[config.mk]
export PLATFORM = sky130hd
export DESIGN_NAME = beep_tone_mixer_flat
export DESIGN_NICKNAME = d
export VERILOG_FILES = /design/src/btm_pkg.sv /design/src/btm_req_if.sv /design/src/btm_rsp_if.sv /design/src/btm_in_reg.sv /design/src/btm_tone_core.sv /design/src/btm_out_reg.sv /design/src/beep_tone_mixer.sv /design/src/flat_wrapper.sv
export SDC_FILE = /design/constraint.sdc
export NUM_CORES = 1
export LEC_CHECK = 0
export ABC_CLOCK_PERIOD_IN_PS = 16500
export BUFFER_PORTS_ARGS = -buffer_cell sky130_fd_sc_hd__buf_4
export CORE_AREA = 2 2 240 242
export CTS_CLUSTER_SIZE = 14
export DETAILED_ROUTE_END_ITERATION = 12
export DIE_AREA = 0 0 242 244
export PLACE_DENSITY = 0.65
export SYNTH_ARGS = -nofsm -noshare
export SYNTH_HDL_FRONTEND = slang
export SYNTH_SLANG_ARGS = --single-unit
[constraint.sdc]
create_clock -name clock -period 16.5 [get_ports clock]
set_input_delay 0.825 -clock clock [delete_from_list [all_inputs] [get_ports clock]]
set_output_delay 0.825 -clock clock [all_outputs]
set_load 0.03 [all_outputs]
[src/btm_pkg.sv]
package btm_pkg;

   localparam int SINE_DEPTH_DEFAULT = 1024;
   localparam int PHASE_BITS_DEFAULT = 32;

   localparam int SAMPLE_W = 16;
   localparam int STEP_W   = 32;
   localparam int LENGTH_W = 24;
   localparam int VOLUME_W = 8;
   localparam int AMP_W    = 15;
   localparam int MAG_W    = 15;

   typedef enum logic {
      CMD_SAMPLE = 1'b0,
      CMD_BEEP   = 1'b1
   } cmd_type;

   typedef struct packed {
      cmd_type                    cmd;
      logic signed [SAMPLE_W-1:0] sample;
      logic [STEP_W-1:0]          beep_step;
      logic [LENGTH_W-1:0]        beep_length;
      logic [VOLUME_W-1:0]        beep_volume;
   } req_payload_type;

   typedef struct packed {
      logic signed [SAMPLE_W-1:0] mixed;
      logic                       tone_on;
   } rsp_payload_type;

endpackage

[src/btm_req_if.sv]
interface btm_req_if import btm_pkg::*; ();
   logic            valid;
   logic            ready;
   req_payload_type payload;

   modport source (output valid, output payload, input ready);
   modport sink (input valid, input payload, output ready);
endinterface

[src/btm_rsp_if.sv]
interface btm_rsp_if import btm_pkg::*; ();
   logic            valid;
   logic            ready;
   rsp_payload_type payload;

   modport source (output valid, output payload, input ready);
   modport sink (input valid, input payload, output ready);
endinterface

[src/btm_in_reg.sv]
module btm_in_reg import btm_pkg::*; (
   input  logic            clock,
   input  logic            reset,
   btm_req_if.sink         req,
   input  logic            take,
   output logic            held_valid,
   output req_payload_type held_item
);

   logic            valid_ff;
   logic            valid_in;
   req_payload_type item_ff;
   logic            load;

   assign req.ready = !valid_ff || take;
   assign load      = req.valid && req.ready;

   always_comb begin
      valid_in = valid_ff;
      if (load) begin
         valid_in = 1'b1;
      end else if (take) begin
         valid_in = 1'b0;
      end
   end

   always_ff @(posedge clock) begin
      if (reset) begin
         valid_ff <= 1'b0;
      end else begin
         valid_ff <= valid_in;
      end
   end

   always_ff @(posedge clock) begin
      if (load) begin
         item_ff <= req.payload;
      end
   end

   assign held_valid = valid_ff;
   assign held_item  = item_ff;

endmodule

[src/btm_tone_core.sv]
module btm_tone_core import btm_pkg::*; #(
   parameter int SINE_TABLE_DEPTH = SINE_DEPTH_DEFAULT,
   parameter int PHASE_BITS       = PHASE_BITS_DEFAULT
) (
   input  logic            clock,
   input  logic            reset,
   input  logic            fire,
   input  req_payload_type item,
   output rsp_payload_type result
);

   // The table depth must be a power of two, which the block does not check; the index is the top bits of the phase.
   localparam int IDX_BITS = $clog2(SINE_TABLE_DEPTH);
   localparam int QTR_BITS = IDX_BITS - 2;
   localparam int QUARTER  = SINE_TABLE_DEPTH / 4;
   localparam int VOL_N    = 1 << VOLUME_W;

   function automatic logic [MAG_W-1:0] sine_mag(input int k, input logic odd);
      longint unsigned x;
      longint unsigned x2;
      longint unsigned t1;
      longint unsigned t2;
      longint unsigned s;
      longint unsigned mag;
      x = ((longint'(k) * 4) << 16) / SINE_TABLE_DEPTH;
      if (odd) begin
         x = 65536 - x;
      end
      x2 = (x * x) >> 16;
      t1 = 42334 - ((5223 * x2) >> 16);
      t2 = 102944 - ((t1 * x2) >> 16);
      s  = (x * t2) >> 16;
      if (s > 65536) begin
         s = 65536;
      end
      mag = (s * 32767 + 32768) >> 16;
      return MAG_W'(mag);
   endfunction

   function automatic logic [AMP_W-1:0] amp_entry(input int v);
      return AMP_W'((32767 * v) / 255);
   endfunction

   logic [MAG_W-1:0] mag_even [QUARTER];
   logic [MAG_W-1:0] mag_odd  [QUARTER];
   logic [AMP_W-1:0] amp_rom  [VOL_N];

   for (genvar g = 0; g < QUARTER; g++) begin : g_sine
      assign mag_even[g] = sine_mag(g, 1'b0);
      assign mag_odd[g]  = sine_mag(g, 1'b1);
   end

   for (genvar v = 0; v < VOL_N; v++) begin : g_amp
      assign amp_rom[v] = amp_entry(v);
   end

   logic [PHASE_BITS-1:0] phase_ff,  phase_in;
   logic [PHASE_BITS-1:0] step_ff,   step_in;
   logic [LENGTH_W-1:0]   left_ff,   left_in;
   logic [AMP_W-1:0]      amp_ff,    amp_in;
   logic                  active_ff, active_in;

   logic [IDX_BITS-1:0]        idx;
   logic [1:0]                 quad;
   logic [QTR_BITS-1:0]        k;
   logic [MAG_W-1:0]           mag;
   logic [AMP_W+MAG_W-1:0]     prod;
   logic [MAG_W-2:0]           tone_half_mag;
   logic signed [SAMPLE_W-1:0] tone_half;
   logic signed [SAMPLE_W:0]   smp_ext;
   logic signed [SAMPLE_W-1:0] smp_half;
   logic signed [SAMPLE_W-1:0] mix_sum;
   logic                       mixing;

   assign idx  = phase_ff[PHASE_BITS-1 -: IDX_BITS];
   assign quad = idx[IDX_BITS-1 -: 2];
   assign k    = idx[QTR_BITS-1:0];
   assign mag  = quad[0] ? mag_odd[k] : mag_even[k];
   assign prod = AMP_W'(amp_ff) * MAG_W'(mag);

   // Halving truncates towards zero on both the tone and the sample.
   assign tone_half_mag = prod[AMP_W+MAG_W-1 -: MAG_W-1];
   assign tone_half     = quad[1] ? -$signed(SAMPLE_W'(tone_half_mag))
                                  : $signed(SAMPLE_W'(tone_half_mag));
   assign smp_ext  = $signed({item.sample[SAMPLE_W-1], item.sample})
                   + $signed({{SAMPLE_W{1'b0}}, item.sample[SAMPLE_W-1]});
   assign smp_half = smp_ext[SAMPLE_W:1];
   assign mix_sum  = smp_half + tone_half;

   assign mixing         = active_ff && (left_ff != '0);
   assign result.mixed   = mixing ? mix_sum : item.sample;
   assign result.tone_on = mixing;

   always_comb begin
      phase_in  = phase_ff;
      step_in   = step_ff;
      left_in   = left_ff;
      amp_in    = amp_ff;
      active_in = active_ff;
      if (fire) begin
         if (item.cmd == CMD_BEEP) begin
            if (!active_ff) begin
               phase_in  = '0;
               step_in   = item.beep_step[PHASE_BITS-1:0];
               left_in   = item.beep_length;
               amp_in    = amp_rom[item.beep_volume];
               active_in = 1'b1;
            end
         end else if (active_ff) begin
            if (left_ff == '0) begin
               active_in = 1'b0;
            end else begin
               phase_in = phase_ff + step_ff;
               left_in  = left_ff - LENGTH_W'(1);
               if (left_ff == LENGTH_W'(1)) begin
                  active_in = 1'b0;
               end
            end
         end
      end
   end

   always_ff @(posedge clock) begin
      if (reset) begin
         phase_ff  <= '0;
         step_ff   <= '0;
         left_ff   <= '0;
         amp_ff    <= '0;
         active_ff <= 1'b0;
      end else begin
         phase_ff  <= phase_in;
         step_ff   <= step_in;
         left_ff   <= left_in;
         amp_ff    <= amp_in;
         active_ff <= active_in;
      end
   end

endmodule

[src/btm_out_reg.sv]
module btm_out_reg import btm_pkg::*; (
   input  logic            clock,
   input  logic            reset,
   input  logic            load,
   input  rsp_payload_type result,
   btm_rsp_if.source       rsp,
   output logic            stall
);

   logic            valid_ff;
   logic            valid_in;
   rsp_payload_type payload_ff;

   assign stall = valid_ff && !rsp.ready;

   always_comb begin
      valid_in = valid_ff;
      if (load) begin
         valid_in = 1'b1;
      end else if (rsp.ready) begin
         valid_in = 1'b0;
      end
   end

   always_ff @(posedge clock) begin
      if (reset) begin
         valid_ff <= 1'b0;
      end else begin
         valid_ff <= valid_in;
      end
   end

   always_ff @(posedge clock) begin
      if (load) begin
         payload_ff <= result;
      end
   end

   assign rsp.valid   = valid_ff;
   assign rsp.payload = payload_ff;

endmodule

[src/beep_tone_mixer.sv]
// Beep tone mixer: adds a sine beep to a stream of 16-bit audio samples.
// The req_ch channel carries items of two kinds. A sample item gives exactly
// one result on rsp_ch; a start-beep item loads the phase step, the length
// in samples and the volume, and gives no result. A start-beep item that
// arrives while a beep is still sounding is dropped.
// While a beep sounds, each result is half the sample plus half the tone and
// tone_on is high; otherwise the sample passes through unchanged.
// An item goes into an input register on its transfer, and its result is
// written to the output register when the item leaves the input register;
// a sample item leaves only while the output register is not stalled.
// One item is taken per cycle while the output is not stalled. The sine
// lookup, the amplitude multiply and the sum are combinational in between.
// A synchronous reset empties both registers and ends any beep, with the
// phase, step, length and amplitude cleared to zero.
// When the receiver holds rsp_ch.ready low, the result stays in the output
// register; one more item waits in the input register, after which req_ch
// ready falls until the result has been taken. A start-beep item in the
// input register does not wait on the receiver.
module beep_tone_mixer import btm_pkg::*; #(
   parameter int SINE_TABLE_DEPTH = SINE_DEPTH_DEFAULT,
   parameter int PHASE_BITS       = PHASE_BITS_DEFAULT
) (
   input  logic      clock,
   input  logic      reset,
   btm_req_if.sink   req_ch,
   btm_rsp_if.source rsp_ch
);

   logic            held_valid;
   req_payload_type held_item;
   rsp_payload_type result;
   logic            stall;
   logic            fire;
   logic            load;

   assign fire = held_valid && ((held_item.cmd == CMD_BEEP) || !stall);
   assign load = fire && (held_item.cmd == CMD_SAMPLE);

   btm_in_reg u_in_reg (
      .clock      (clock),
      .reset      (reset),
      .req        (req_ch),
      .take       (fire),
      .held_valid (held_valid),
      .held_item  (held_item)
   );

   btm_tone_core #(
      .SINE_TABLE_DEPTH (SINE_TABLE_DEPTH),
      .PHASE_BITS       (PHASE_BITS)
   ) u_tone_core (
      .clock  (clock),
      .reset  (reset),
      .fire   (fire),
      .item   (held_item),
      .result (result)
   );

   btm_out_reg u_out_reg (
      .clock  (clock),
      .reset  (reset),
      .load   (load),
      .result (result),
      .rsp    (rsp_ch),
      .stall  (stall)
   );

endmodule

[src/flat_wrapper.sv]
// flat-port wrapper written by rule: the top's interface ports become plain ports
module beep_tone_mixer_flat import btm_pkg::*;
#(
   parameter int SINE_TABLE_DEPTH = SINE_DEPTH_DEFAULT,
   parameter int PHASE_BITS       = PHASE_BITS_DEFAULT
)
  (clock, reset, req_ch_valid, req_ch_payload, req_ch_ready, rsp_ch_valid, rsp_ch_payload, rsp_ch_ready);
  btm_req_if req_ch_i ();
  btm_rsp_if rsp_ch_i ();
  input  logic clock;
  input  logic reset;
  input wire logic [$bits(req_ch_i.valid)-1:0] req_ch_valid;
  input wire logic [$bits(req_ch_i.payload)-1:0] req_ch_payload;
  output wire logic [$bits(req_ch_i.ready)-1:0] req_ch_ready;
  output wire logic [$bits(rsp_ch_i.valid)-1:0] rsp_ch_valid;
  output wire logic [$bits(rsp_ch_i.payload)-1:0] rsp_ch_payload;
  input wire logic [$bits(rsp_ch_i.ready)-1:0] rsp_ch_ready;
  assign req_ch_i.valid = req_ch_valid;
  assign req_ch_i.payload = req_ch_payload;
  assign req_ch_ready = req_ch_i.ready;
  assign rsp_ch_valid = rsp_ch_i.valid;
  assign rsp_ch_payload = rsp_ch_i.payload;
  assign rsp_ch_i.ready = rsp_ch_ready;
  beep_tone_mixer #(.SINE_TABLE_DEPTH(SINE_TABLE_DEPTH), .PHASE_BITS(PHASE_BITS)) u_core (.clock(clock), .reset(reset), .req_ch(req_ch_i), .rsp_ch(rsp_ch_i));
endmodule
After elaboration in Yosys (flattened, before gate mapping)
Memory sizes are Yosys's and may differ from the RTL's. A register that Yosys moved wholly into a read port is not among the register bits. Cells that the tools add are included.

Register bits: 189. Latch bits: 0. RAM bits: 0. Memory bits (read-only): 11520. Input port bits: 85. Output and inout port bits: 19. Memories kept: 3.

Add/subtract/negate cells: 5. Multipliers: 1. Div/mod/pow operators: 0. $lt $le $gt $ge: 1. Equality and inequality tests: 3. Shifts and indexed selects: 0. Mux-type cells: 23. Bitwise logic cells: 4. Reductions and logical operators: 17.

Memory list: (no name shown) (depth 256, bits a word 15, read ports 1, clocked after memory_dff 1, write ports 0, line btm_tone_core.sv:106) `amp_in = amp_rom[item.beep_volume];`; (no name shown) (depth 256, bits a word 15, read ports 1, clocked after memory_dff 0, write ports 0, line btm_tone_core.sv:78) `assign mag = quad[0] ? mag_odd[k] : mag_even[k];`; (no name shown) (depth 256, bits a word 15, read ports 1, clocked after memory_dff 0, write ports 0, line btm_tone_core.sv:78).

Operators with widths (count): $mux 32 (4); $mux 24 (4); $mux 15 (5); $add 32x32->32 (1); $mux 16 (2); $mul 15x15->30 (1); $eq 24x1->1 const B (1); $logic_not 24->1 (1); $reduce_bool 24->1 (1); $sub 24x1->24 const B (1); $not 8->9 (2); $add 16x2->17 (1); $add 16x16->16 (1); $neg 14->16 (1); $ge 9x9->1 const B (1); $mux 1 (8); $reduce_bool 2->1 (3); $logic_and 1x1->1 (5); $reduce_and 4->1 (1); $logic_not 1->1 (3); $reduce_and 3->1 (1); $logic_or 1x1->1 (2); $ne 2x1->1 const B (1); $ne 2x2->1 const B (1); $not 1->1 (2).

Depth between registers and ports, before layout
Depth after elaboration: 10. Gate-level depth with buffers: 58. Depth with buffers taken out: 53.

Cells and area by module
Synthesis repeated with hierarchy kept, for this count alone.

Cell total of the unflattened synthesis: 3204. Area total of the unflattened synthesis: 25132.9 sq um.

Modules (own cells, without submodules): btm_tone_core (instances 1, cells an instance 3095, area an instance 22072.4 sq um, sequential area each 2082.0 sq um); btm_in_reg (instances 1, cells an instance 86, area an instance 2487.4 sq um, sequential area each 2452.4 sq um); btm_out_reg (instances 1, cells an instance 20, area an instance 554.3 sq um, sequential area each 530.5 sq um); beep_tone_mixer (instances 1, cells an instance 3, area an instance 18.8 sq um, sequential area each 0.0 sq um).

Least setup slack after synthesis
OpenSTA, ideal clock, no wires.

Path type: reg2reg. Start point: register u_core.u_tone_core.phase_ff[24]. End point: register u_core.u_out_reg.payload_ff, in the netlist u_core.u_out_reg.rsp.payload[16], data pin. Arrival: 12.034 ns. Data required time: 16.235 ns. Path slack: 4.201 ns. Stages on the path, launching flop included: 56. Path buffers: 7. Period minus slack after synthesis: 12.299 ns. Cell sequence: dfxtp_1 -> buf_6 -> inv_1 -> buf_2 -> buf_2 -> buf_1 -> buf_1 -> buf_1 -> ha_1 -> nor2_1 -> o211a_1 -> a311oi_1 -> a211oi_1 -> a31oi_1 -> nor2_1 -> nor2_1 -> a21oi_1 -> o21ai_0 -> [20 not listed] -> o311ai_4 -> nand3_1 -> nand2_1 -> xor2_1 -> ha_1 -> inv_1 -> o21ai_0 -> a21oi_1 -> o21ai_0 -> a21oi_1 -> o21ai_0 -> o41ai_1 -> nor2_1 -> a211oi_1 -> o21ai_0 -> and4_1 -> o21ai_1 -> o211ai_2.

RTL lines: from (decl) (line btm_tone_core.sv:57) `logic [PHASE_BITS-1:0] phase_ff, phase_in;`; from (signal assigned) (line btm_tone_core.sv:131) `phase_ff <= phase_in;`; to (signal assigned) (line btm_out_reg.sv:35) `payload_ff <= result;`; to (decl) (line btm_out_reg.sv:12) `rsp_payload_type payload_ff;`.

==> reports/results.ini <==
[floorplanning]
dieArea_mm2=0.05905
io_pins=104
rows=87
die_h_um=244
coreArea_mm2=0.05617
die_w_um=242
start_util_pct=44.85

[timing]
layout_min_cycle_time_ps=14180
hold_slack_ps=459.2
finalMaxSlewViolations=0
report.final.setup_viol=0
hold_violations=0
slew_headroom_pct=4.091
rsz0062_at_grt=false
tightestPinTransition_ps=1434
fin_crit_sh_pct=85.94
fmax_mhz=70.52
skew_ps=16.29
tns_ps=0

[clock_tree]
tritoncts=done
hold_buffers=0
cts_setup_buffers=0
cts.repair.resized=0
cts_max_level=1
clockBufferDepth=3
cts_made_buffers=23
clk_latency_ps=530
path_clk_slew_ps=70
cts_root_buf=clkbuf_16
clock-sinks=204

[detailed_routing]
antenna_left=0
via_count=26028
firstDrtPassIters=7
finalWirelength_mm=110.5
drc=0
viasPerCell=6.569
routedWlPerCell_um=27.89
drtIter0Drc=3544

[power_and_ir_drop]
clkPwrFrac_pct=40.5
switching_power_w=0.0003214
p_leak_nw=11.50
p_int_w=0.0008679
pwr-share-seq_pct=48.4
powerDensity_mw_per_mm2=43.74
combPwrFrac_pct=11.1
power.share.switching_pct=27.02
irDropWorstVdd_uv=83.38

[finish]
ff_latch_area_mm2=0.005082
drive_gt1_share_pct=9.420
multi_input_area_mm2=0.01820
final_common_cell=nand2_1
final_cell_mix=429 x nand2_1, 298 x a21oi_1, 234 x inv_1
utilization_pct=48.41
diodes=0
fill_cells=5603
finalNonFillerCells=3962
layout.nets=3618
areaGrowthSynthToFinish_pct=7.932

[synthesis]
synthArstFlopShare_pct=0
synthesis.area_mm2=0.02519
syn_inst=3236
syn-num-nets=3664
yosys_register_bits=204
syn-mean-instance-area_um2=7.784
yosysSeqAreaShare_pct=20.11
synthFlopType=dfxtp_1
synth_cell_types=109
ys_warn_count=0
synth_edf_count=98

[setup_path]
startpoint_type=register
critPathSlowestCell=o32ai_1
critPathMaxFanout=21
crit_top_cell=fa_1
worstPathArrival_ps=14440
critical_path_class=register to register
crit_path_end_kind=register
slowest_delay_ps=1160
cp.required_ps=16760

[run_status]
outcome=completed

[place]
gp_congestion=1.130
numPortBuffers=103
dp_hpwl_mm=79.14
placedCellCount=3921

[global_routing]
track_usage_pct=36.68
grt_max_degree=127
gr-total-overflow=0
grt_pass1_vias=25262
grt_pass1_wl_mm=164.2
grt_antenna_before_repair=8

[min_path]
worstHoldPathType=register to register

[flow_run]
max_cap_violations=0

metrics by stage:
step / area, um^2 / setup slack [ps] / power, W
finish: 27190 / 2320 / 0.001189
global placement: 26500 / 3092 / 0.0007124
global route: 27190 / 1752 / 0.001237
detailed placement: 26500 / 3168 / 0.0007162
floorplan: 25190 / 4201 / 0.0006642
CTS: 27190 / 3099 / 0.001198
state kept, by name (all words and copies together), names as in the netlist:
register                      cells
u_core.u_tone_core.left_ff       24
u_core.u_in_reg.held_valid        1
u_core.u_tone_core.active_ff      1
u_core.u_tone_core.step_ff       32
u_core.u_tone_core.phase_ff      32
u_core.u_tone_core.amp_ff        15
u_core.u_out_reg.rsp.valid        1
u_core.u_in_reg.held_item        81
u_core.u_out_reg.rsp.payload     17
cell usage after synthesis, types with 43 or more instances:
| master | number | area share (%) |
|---|---|---|
| o21ai_0 | 212 | 4.2 |
| nand3_1 | 85 | 1.7 |
| a21oi_1 | 299 | 5.9 |
| inv_1 | 236 | 3.5 |
| ha_1 | 175 | 8.7 |
| and2_1 | 107 | 2.7 |
| nor2_1 | 235 | 3.5 |
| nor3_1 | 68 | 1.4 |
| edfxtp_1 | 98 | 12 |
| nand2_1 | 429 | 6.4 |
| fa_1 | 168 | 13 |
| clkbuf_1 | 165 | 2.5 |
| nand2b_1 | 53 | 1.3 |
| xnor2_1 | 47 | 1.6 |
| dfxtp_1 | 106 | 8.4 |
| a211oi_1 | 43 | 1.3 |
per-layer routing:
layer  GRT usage, %  part of all wire (%)  vias to the layer above
li1               -                     -                    11283
met1          48.98                    41                    12739
met2          54.90                    42                     1624
met3          10.13                    12                      378
met4          17.50                   5.6                        4
met5              0                 0.024                        -
power by group through the flow:
| stage | combinational [W] | clock, W | sequential [W] |
|---|---|---|---|
| 4_1_cts | 0.000131 | 0.000492 | 0.000575 |
| 2_1_floorplan | 0.0000847 | 0 | 0.000580 |
| 6_report | 0.000132 | 0.000482 | 0.000576 |
| 3_5_place_dp | 0.000131 | 0 | 0.000586 |
| 5_1_grt | 0.000147 | 0.000512 | 0.000578 |
| 3_3_place_gp | 0.000127 | 0 | 0.000585 |
cell type report:
class                   instances  area share, %
clock inverters                14         0.3267
repair buffers                180          5.062
clock buffers                  27          2.209
multi-input cells            2542          66.93
inverters                     239          3.300
well taps                     756          3.479
flip-flops and latches        204          18.69
cell families after synthesis:
logic type | synth area share (%)
and+or+nand+nor | 21.82
AOI/OAI and AO/OA | 24.00
buffers and inverters | 7.883
adders and majority gates | 22.08
DFF | 20.11
xor gates and xnor gates | 2.603
muxes | 1.500
worst max-delay path: cells and delay by family, from the launching register on:
family | cells | cell delay (ps)
flops | 1 | 340
fa+ha+maj | 9 | 4070
compound gates | 19 | 5960
simple gates | 8 | 1960
buf+inv | 7 | 970
xor+xnor | 2 | 570
path summary, 6_finish.rpt:
| path | startpoint | depth (start not counted) | endpoint | slack [ps] |
|---|---|---|---|---|
| worst max-delay path | u_core.u_tone_core.phase_ff[22] | 45 | u_core.u_out_reg.rsp.payload[16] | 2320 |
| worst min-delay path | u_core.u_tone_core.step_ff[2] | 2 | u_core.u_tone_core.step_ff[2] | 460 |
| worst max register to register | u_core.u_tone_core.phase_ff[22] | 45 | u_core.u_out_reg.rsp.payload[16] | 2320 |
| worst min register to register | u_core.u_tone_core.step_ff[2] | 2 | u_core.u_tone_core.step_ff[2] | 460 |
Power figures use the tool's default switching activity.
